File: src/sv/amdt_pkg.sv
// Package for the affine matrix dedup table: sizes, item structs and the
// token that travels down the chain of slot cells. No dependencies.
`default_nettype none

package amdt_pkg;

  // Table size and derived widths
  localparam int unsigned MaxSlots = 32;
  localparam int unsigned IdxW     = (MaxSlots > 1) ? $clog2(MaxSlots) : 1;
  localparam int unsigned CntW     = $clog2(MaxSlots + 1);
  localparam int unsigned KeyW     = 64;
  localparam int unsigned IndexW   = 5;

  // Command codes
  localparam logic CmdLookup = 1'b0;
  localparam logic CmdClear  = 1'b1;

  // Input item
  typedef struct packed {
    logic               cmd;
    logic signed [31:0] coef_a;
    logic signed [31:0] coef_b;
    logic signed [31:0] coef_c;
    logic signed [31:0] coef_d;
  } req_t;

  // Result item
  typedef struct packed {
    logic [IndexW-1:0] slot_index;
    logic              table_full;
  } res_t;

  // Lookup token handed from cell to cell
  typedef struct packed {
    logic            valid;
    logic            hit;
    logic            app;
    logic [IdxW-1:0] idx;
    logic [KeyW-1:0] key;
  } token_t;

  // Bits 19..4 of each coefficient, a in the low quarter
  function automatic logic [KeyW-1:0] pack_key(input req_t r);
    pack_key = {r.coef_d[19:4], r.coef_c[19:4], r.coef_b[19:4], r.coef_a[19:4]};
  endfunction

endpackage

`default_nettype wire

File: src/sv/amdt_cell.sv
// One slot cell of the dedup table chain: holds one stored key, checks the
// passing lookup token against it, claims the slot on append.
// Depends on amdt_pkg.
`default_nettype none

module amdt_cell (
  input  wire logic                  clk_i,
  input  wire logic                  rst_ni,
  input  wire logic [amdt_pkg::CntW-1:0] cell_idx_i,
  input  wire logic [amdt_pkg::CntW-1:0] used_i,
  input  wire amdt_pkg::token_t      tok_i,
  output amdt_pkg::token_t           tok_o
);

  logic [amdt_pkg::KeyW-1:0] key_q;
  amdt_pkg::token_t          tok_q, tok_d;
  logic                      slot_live;
  logic                      wr_en;

  assign slot_live = (cell_idx_i < used_i);

  // Match against a live slot, or take the first free slot
  always_comb begin
    tok_d = tok_i;
    wr_en = 1'b0;
    if (tok_i.valid && !tok_i.hit) begin
      if (slot_live && (key_q == tok_i.key)) begin
        tok_d.hit = 1'b1;
        tok_d.idx = cell_idx_i[amdt_pkg::IdxW-1:0];
      end else if (cell_idx_i == used_i) begin
        tok_d.hit = 1'b1;
        tok_d.app = 1'b1;
        tok_d.idx = cell_idx_i[amdt_pkg::IdxW-1:0];
        wr_en     = 1'b1;
      end
    end
  end

  // Stored key, written on append only
  always_ff @(posedge clk_i) begin
    if (wr_en) begin
      key_q <= tok_i.key;
    end
  end

  // Token stage toward the next cell
  always_ff @(posedge clk_i or negedge rst_ni) begin
    if (!rst_ni) begin
      tok_q <= '0;
    end else begin
      tok_q <= tok_d;
    end
  end

  assign tok_o = tok_q;

endmodule

`default_nettype wire

File: src/sv/affine_matrix_dedup_table_unit.sv
// Top level of the affine matrix dedup table: the chain of slot cells,
// slot count and result strobe. Depends on amdt_pkg and amdt_cell.
`default_nettype none

// A lookup runs from accept to result while the token passes down the
// chain of slot cells, each of which registers it. busy stays high through
// the cycle of the result strobe and falls at its end, so the next item is
// not taken before the strobe cycle has ended. A clear gives no result and
// leaves busy low. done_o marks each result for exactly one cycle; the
// receiver cannot stall and must take it then. After reset the table is
// empty and ready at once.
module affine_matrix_dedup_table_unit (
  input  wire logic          clk_i,
  input  wire logic          rst_ni,
  input  wire logic          start,
  output      logic          busy,
  input  wire amdt_pkg::req_t req_i,
  output      logic          done_o,
  output amdt_pkg::res_t     res_o
);

  logic                      busy_q;
  logic [amdt_pkg::CntW-1:0] used_q;
  logic                      accept;
  amdt_pkg::token_t          chain [amdt_pkg::MaxSlots+1];
  amdt_pkg::token_t          tok_end;
  logic [amdt_pkg::IdxW+amdt_pkg::IndexW-1:0] idx_wide;

  assign busy   = busy_q;
  assign accept = start && !busy_q;

  // Token entering the first cell
  always_comb begin
    chain[0]       = '0;
    chain[0].valid = accept && (req_i.cmd == amdt_pkg::CmdLookup);
    chain[0].key   = amdt_pkg::pack_key(req_i);
  end

  // Row of slot cells
  for (genvar i = 0; i < amdt_pkg::MaxSlots; i++) begin : g_cell
    amdt_cell u_cell (
      .clk_i      (clk_i),
      .rst_ni     (rst_ni),
      .cell_idx_i (amdt_pkg::CntW'(i)),
      .used_i     (used_q),
      .tok_i      (chain[i]),
      .tok_o      (chain[i+1])
    );
  end

  assign tok_end = chain[amdt_pkg::MaxSlots];

  // Busy flag and slot count
  always_ff @(posedge clk_i or negedge rst_ni) begin
    if (!rst_ni) begin
      busy_q <= 1'b0;
      used_q <= '0;
    end else begin
      if (accept && (req_i.cmd == amdt_pkg::CmdClear)) begin
        used_q <= '0;
      end else if (tok_end.valid && tok_end.app) begin
        used_q <= used_q + amdt_pkg::CntW'(1);
      end
      if (accept && (req_i.cmd == amdt_pkg::CmdLookup)) begin
        busy_q <= 1'b1;
      end else if (tok_end.valid) begin
        busy_q <= 1'b0;
      end
    end
  end

  // Result from the token leaving the last cell; no hit means full
  assign idx_wide = {{amdt_pkg::IndexW{1'b0}}, tok_end.idx};
  assign done_o   = tok_end.valid;
  always_comb begin
    res_o = '0;
    if (tok_end.hit) begin
      res_o.slot_index = idx_wide[amdt_pkg::IndexW-1:0];
    end else begin
      res_o.table_full = 1'b1;
    end
  end

endmodule

`default_nettype wire
File: config.mk
export PLATFORM = sky130hd
export DESIGN_NAME = affine_matrix_dedup_table_unit
export DESIGN_NICKNAME = d
export VERILOG_FILES = /design/src/sv/amdt_pkg.sv /design/src/sv/amdt_cell.sv /design/src/sv/affine_matrix_dedup_table_unit.sv
export SDC_FILE = /design/constraint.sdc
export NUM_CORES = 2
export LEC_CHECK = 0
export BUFFER_PORTS_ARGS = -buffer_cell sky130_fd_sc_hd__buf_2
export CAP_MARGIN = 20
export CORE_MARGIN = 2
export CORE_UTILIZATION = 60
export CTS_BUF_LIST = sky130_fd_sc_hd__clkbuf_4
export CTS_CLUSTER_SIZE = 24
export DETAILED_ROUTE_END_ITERATION = 8
export GPL_TIMING_DRIVEN = 0
export PLACE_DENSITY = 0.82
export SYNTH_ARGS = -nofsm -noshare
export SYNTH_HDL_FRONTEND = slang
export SYNTH_SLANG_ARGS = --single-unit
File: constraint.sdc
create_clock -name clk_i -period 16.8 [get_ports clk_i]
set_input_delay 2.52 -clock clk_i [delete_from_list [all_inputs] [get_ports clk_i]]
set_output_delay 2.52 -clock clk_i [all_outputs]
set_load 0.03 [all_outputs]
# After elaboration in Yosys (flattened, before gate mapping)
# Cells that the tools add are included.
dict set report word_totals {
  reg_bits 4295
  word_cells 654
}
dict set report classes {
  addsub 1
  n_lt_le_gt_ge 32
  eq_ne 63
  mux 262
  bitwise_logic 1
  reduce_logical 102
}
# op n
set ops {}
lappend ops {{equality test 64 bit} 32}
lappend ops {{2-to-1 mux 7 bit} 64}
lappend ops {{2-to-1 mux 5 bit} 33}
lappend ops {{2-to-1 mux 1 bit} 163}
lappend ops {{equality test 5 x 6 -> 1 bit, first input constant} 16}
lappend ops {{less-than comparator 5 x 6 -> 1 bit, first input constant} 16}
lappend ops {{logical AND 1 bit} 67}
lappend ops {{equality test 4 x 6 -> 1 bit, first input constant} 8}
lappend ops {{less-than comparator 4 x 6 -> 1 bit, first input constant} 8}
lappend ops {{logical NOT 1 bit} 32}
lappend ops {{equality test 3 x 6 -> 1 bit, first input constant} 4}
lappend ops {{less-than comparator 3 x 6 -> 1 bit, first input constant} 4}
lappend ops {{equality test 2 x 6 -> 1 bit, first input constant} 2}
lappend ops {{less-than comparator 1 x 6 -> 1 bit, first input constant} 2}
lappend ops {{less-than comparator 2 x 6 -> 1 bit, first input constant} 2}
lappend ops {{2-to-1 mux 6 bit} 2}
lappend ops {{adder 6 x 1 -> 6 bit, second input constant} 1}
lappend ops {{equality test 1 x 6 -> 1 bit, first input constant} 1}
lappend ops {{logical NOT 6 bit} 1}
lappend ops {{nonzero test 2 bit} 2}
lappend ops {{NOT 1 bit} 1}

# Longest topological paths before layout
dict set report depth {
  depth_word 4
  ltp_mapped 8
}

# Cells and area by module
# A second synthesis with hierarchy kept.
dict set report hier_totals {
  cells_unflattened 9563
  area_unflattened_um2 157152.0
}
# mod n_inst cells_per_inst area_each_um2
set by_module_without_submodules {}
lappend by_module_without_submodules {{amdt_cell at g_cell[15].u_cell ...} 26 296 4907.2}
lappend by_module_without_submodules {{amdt_cell at g_cell[0].u_cell ...} 6 304 4864.7}
lappend by_module_without_submodules {affine_matrix_dedup_table_unit 1 43 376.6}

# Least setup slack after synthesis
# Ideal clock, no wire load.
dict set report synth_path {
  path_kind {register -> register}
  start {reg used_q[4] (netlist bit)}
  end {reg g_cell[12].u_cell.tok_q, in the netlist g_cell[12].u_cell.tok_o[64]}
  setup_ns 0.132
  arrival_time_ns 8.883
  t_required_ns 16.668
  setup_slack_ns 7.785
  stages_incl_launch_ff 8
  n_path_buf 2
  period_less_slack_ns 9.015
  path_cell_list {dfrtp_1 > buf_4 > or2_2 > buf_6 > nor2_1 > nor4b_1 > a41oi_1 > and2_1}
}
# item line
set synth_lines {}
lappend synth_lines {{start, declared} affine_matrix_dedup_table_unit.sv:23} ;# logic [amdt_pkg::CntW-1:0] used_q;
lappend synth_lines {{start signal, assigned} affine_matrix_dedup_table_unit.sv:62} ;# used_q <= used_q + amdt_pkg::CntW'(1);
lappend synth_lines {{end signal, assigned} amdt_cell.sv:51} ;# tok_q <= tok_d;
lappend synth_lines {{end, declared} amdt_cell.sv:16} ;# amdt_pkg::token_t tok_q, tok_d;

# Worst setup path in the final report
dict set report layout_path {
  start {reg g_cell[31].u_cell.tok_q, in the netlist g_cell[31].u_cell.tok_o[71]}
  end {out done_o}
}
# item line
set layout_lines {}
lappend layout_lines {{start, declared} amdt_cell.sv:16}
lappend layout_lines {{start signal, assigned} amdt_cell.sv:51}
lappend layout_lines {{end, declared} affine_matrix_dedup_table_unit.sv:18} ;# output logic done_o,
# No word-level cell between the ends.

==> flow_summary.json <==
{
  "outcome": "complete, no violations",
  "tightest_slew_ns": 1.24,
  "cpPeakStageDelay_ns": 0.53,
  "synth_compound_area_frac": 0.0140,
  "place.port_buffers": 75,
  "area_growth_pct": 13.3,
  "die-area_mm2": 0.242,
  "path_delay_family": "flip-flops",
  "highest_layer": "met5",
  "ys_seq_area_frac": 0.818,
  "cts_buffer_depth": 4,
  "critPathKind": "register to output pin",
  "start_util": 0.602,
  "grt_usage": 0.262,
  "slew_violations": 0,
  "multi_input_area_mm2": 0.0252,
  "overflow": 0,
  "ys_ff_latch": 4264,
  "ys.warnings.count": 0,
  "netlist-cell-type-count": 66,
  "power.density_mw_per_mm2": 126,
  "viasPerCell": 5.51,
  "fin_nets": 9035,
  "finClkSkew_ns": 0.137,
  "cts_root_buffer": "clkbuf_4",
  "ant_nets": 0,
  "critPathLaunchType": "register",
  "grt_pass1_vias": 74800,
  "cts_hold_buf": 0,
  "cts_buffers": 963,
  "drtIter0Drc": 7862,
  "met1_length_mm": 130,
  "detail_route.wl_per_cell_um": 24.2,
  "routed_wl_mm": 313,
  "fmax_ghz": 0.206,
  "p_leak_nw": 63.0,
  "synthFlopType": "dfrtp_1",
  "postSynthCellCount": 7738,
  "max_cap_viol_count": 0,
  "synth_top_family_by_area": "XOR/XNOR gates",
  "layout-drive-gt1-share": 0.188,
  "fp-row-count": 179,
  "hold_path_class": "register to register",
  "grt_max_degree": 174,
  "core_mm2": 0.237,
  "die_y_um": 492,
  "setup_viol_count_final": 0,
  "fin_crit_ns": 4.86,
  "clk_pin_slew_ns": 0.07,
  "fillers": 14500,
  "slowest_stage": "dfrtp_1",
  "rsz0062_at_grt": "no",
  "antenna_found_initial": 22,
  "cp_cell_sequence": "buf_2",
  "grt_pass1_wl_mm": 471,
  "clk_latency_ns": 1.55,
  "arrival_ns": 2.34,
  "num_io_pins": 140,
  "cts_max_level": 6,
  "first_pass_iters": 8,
  "cts_resized": 0,
  "peakVddDrop_uv": 99.2,
  "fin_crit_sh": 0.289,
  "seq_area_mm2": 0.117,
  "dr_wl_met3_mm": 23.7,
  "syn_area_per_cell_um2": 18.5,
  "synth_nets": 7873,
  "clkSinkCount": 4264,
  "cts_tree": "yes",
  "hold_viol_final": 0,
  "synth_adder_area_share": 0.000263,
  "crit_buf_inv": 1,
  "synthSimpleGateAreaFrac": 0.0490,
  "synth_edf_count": 2048,
  "end_kind": "output pin",
  "vias": 71200,
  "totalPowerFinal_mw": 20.4,
  "dpl.hpwl_mm": 219,
  "relSlewSlack": 0.165,
  "cts_setup_buffers": 0,
  "netlist_area_mm2": 0.143,
  "worstPathRequired_ns": 14.28,
  "chipWidth_um": 492,
  "drc_errors": 0,
  "gp_congestion": 0.874,
  "finalSetupTns_ns": 0,
  "synth_xor_area_frac": 0.112,
  "wl_met2_mm": 152,
  "synth.mux.area_fraction": 0,
  "cp_max_fo": 5,
  "async_flop_share": 0.520
}
==> where the power goes <==
group / internal, mW / switching (mW)
combinational: 0.202 / 0.327
clock: 4.22 / 4.00
sequential: 11.3 / 0.376
total: 15.7 / 4.71
==> worst paths after layout <==
check,startpoint,to,slack [ns],cells after the start
min in group asynchronous,rst_ni,g_cell[13].u_cell.tok_o[35]$_DFF_PN0_,1.02,1
worst max register to register,used_q[1]$_DFFE_PN0P_,g_cell[12].u_cell.key_q[45]$_DFFE_PP_,12.24,13
worst min-delay path,g_cell[12].u_cell.tok_o[61]$_DFF_PN0_,g_cell[13].u_cell.tok_o[61]$_DFF_PN0_,0.33,0
worst max-delay path,g_cell[31].u_cell.tok_o[71]$_DFF_PN0_,done_o,11.94,1
max in group asynchronous,rst_ni,g_cell[31].u_cell.tok_o[66]$_DFF_PN0_,12.27,5
worst min register to register,g_cell[12].u_cell.tok_o[61]$_DFF_PN0_,g_cell[13].u_cell.tok_o[61]$_DFF_PN0_,0.33,0
==> cells by family (layout without fill, tap and decap cells) <==
group | Yosys count | in the layout
AO/OA/AOI/OAI | 259 | 259
XOR/XNOR | 1829 | 1829
adder cells (fa/ha/maj) | 3 | 3
buffers and inverters | 232 | 2239
flip-flops | 4264 | 4264
other | 0 | 16
AND/OR/NAND/NOR | 1151 | 1151
==> per-stage QoR <==
step	hold WS [ns]	utilization	cells	instance area [um^2]	setup slack, ns
floorplan	0.347	-	7738	143000	7.78
global placement	0.353	0.620	11000	147000	-35.47
detailed placement	0.360	0.628	11100	149000	10.64
CTS	0.345	0.682	12900	162000	11.74
global route	0.365	0.682	12900	162000	11.75
finish	0.330	0.682	12900	162000	11.94
==> cells in the final DEF (no fill, tap or decap), types with 18 or more instances in the layout <==
cell / Yosys / layout
inv_2: 0 / 18
nand2_1: 48 / 48
a21oi_1: 25 / 23
xor2_1: 946 / 946
o22ai_1: 58 / 58
buf_12: 0 / 19
buf_2: 5 / 84
nand2b_1: 126 / 126
dfrtp_1: 2216 / 2216
or3_1: 24 / 24
clkinv_1: 0 / 270
clkbuf_4: 0 / 1463
clkinv_2: 0 / 38
nor2_1: 47 / 44
nand3_1: 41 / 41
nand4_1: 278 / 278
xnor2_1: 883 / 883
a2111oi_0: 25 / 24
a22o_1: 19 / 19
or2_2: 44 / 44
nor3_1: 38 / 32
inv_1: 220 / 211
o2111ai_1: 23 / 23
nor2b_1: 80 / 80
and2_1: 28 / 28
buf_4: 2 / 47
nor4_1: 319 / 314
buf_6: 1 / 33
edfxtp_1: 2048 / 2048
buf_16: 0 / 18
==> sequential cells by signal (all words and copies together), names as in the netlist <==
register	count
g_cell.u_cell.tok_o	2209
g_cell.u_cell.key_q	2048
used_q	6
busy	1
==> Yosys cell counts (10+ instances only) <==
library cell | number | share of area
o221ai_1 | 13 | 0.00080
a22o_1 | 19 | 0.0012
o2bb2ai_1 | 16 | 0.00098
xor2_1 | 946 | 0.058
a221oi_1 | 16 | 0.00098
nor4_1 | 319 | 0.014
nor3_1 | 38 | 0.0013
and3_1 | 18 | 0.00079
a21oi_1 | 25 | 0.00088
nand3_1 | 41 | 0.0014
nand2_1 | 48 | 0.0013
nor2_1 | 47 | 0.0012
inv_1 | 220 | 0.0058
nor2b_1 | 80 | 0.0035
nand4_1 | 278 | 0.012
a2111o_1 | 12 | 0.00095
or3_1 | 24 | 0.0011
and4_1 | 11 | 0.00067
or4_1 | 10 | 0.00053
o22ai_1 | 58 | 0.0025
and2_1 | 28 | 0.0012
a2111oi_0 | 25 | 0.0015
o2111ai_1 | 23 | 0.0014
xnor2_1 | 883 | 0.054
dfrtp_1 | 2216 | 0.39
nand2b_1 | 126 | 0.0055
a21o_1 | 10 | 0.00053
or2_2 | 44 | 0.0019
edfxtp_1 | 2048 | 0.43
==> final cells by class <==
cell class,count,share of cell area
Clock inverter,348,0.0112
Inverter,220,0.00510
Tap cell,3167,0.0245
Antenna cell,16,0.000247
Sequential cell,4264,0.722
Timing Repair Buffer,197,0.0125
Buffer,12,0.000410
Clock buffer,1462,0.0678
Multi-Input combinational cell,3242,0.156
==> layer usage <==
layer	track usage	vias up
met3	0.0587	478
li1	-	30700
met1	0.378	37100
met4	0.0814	2
met2	0.406	2861
met5	0	-
(Power assumes the default switching activity.)
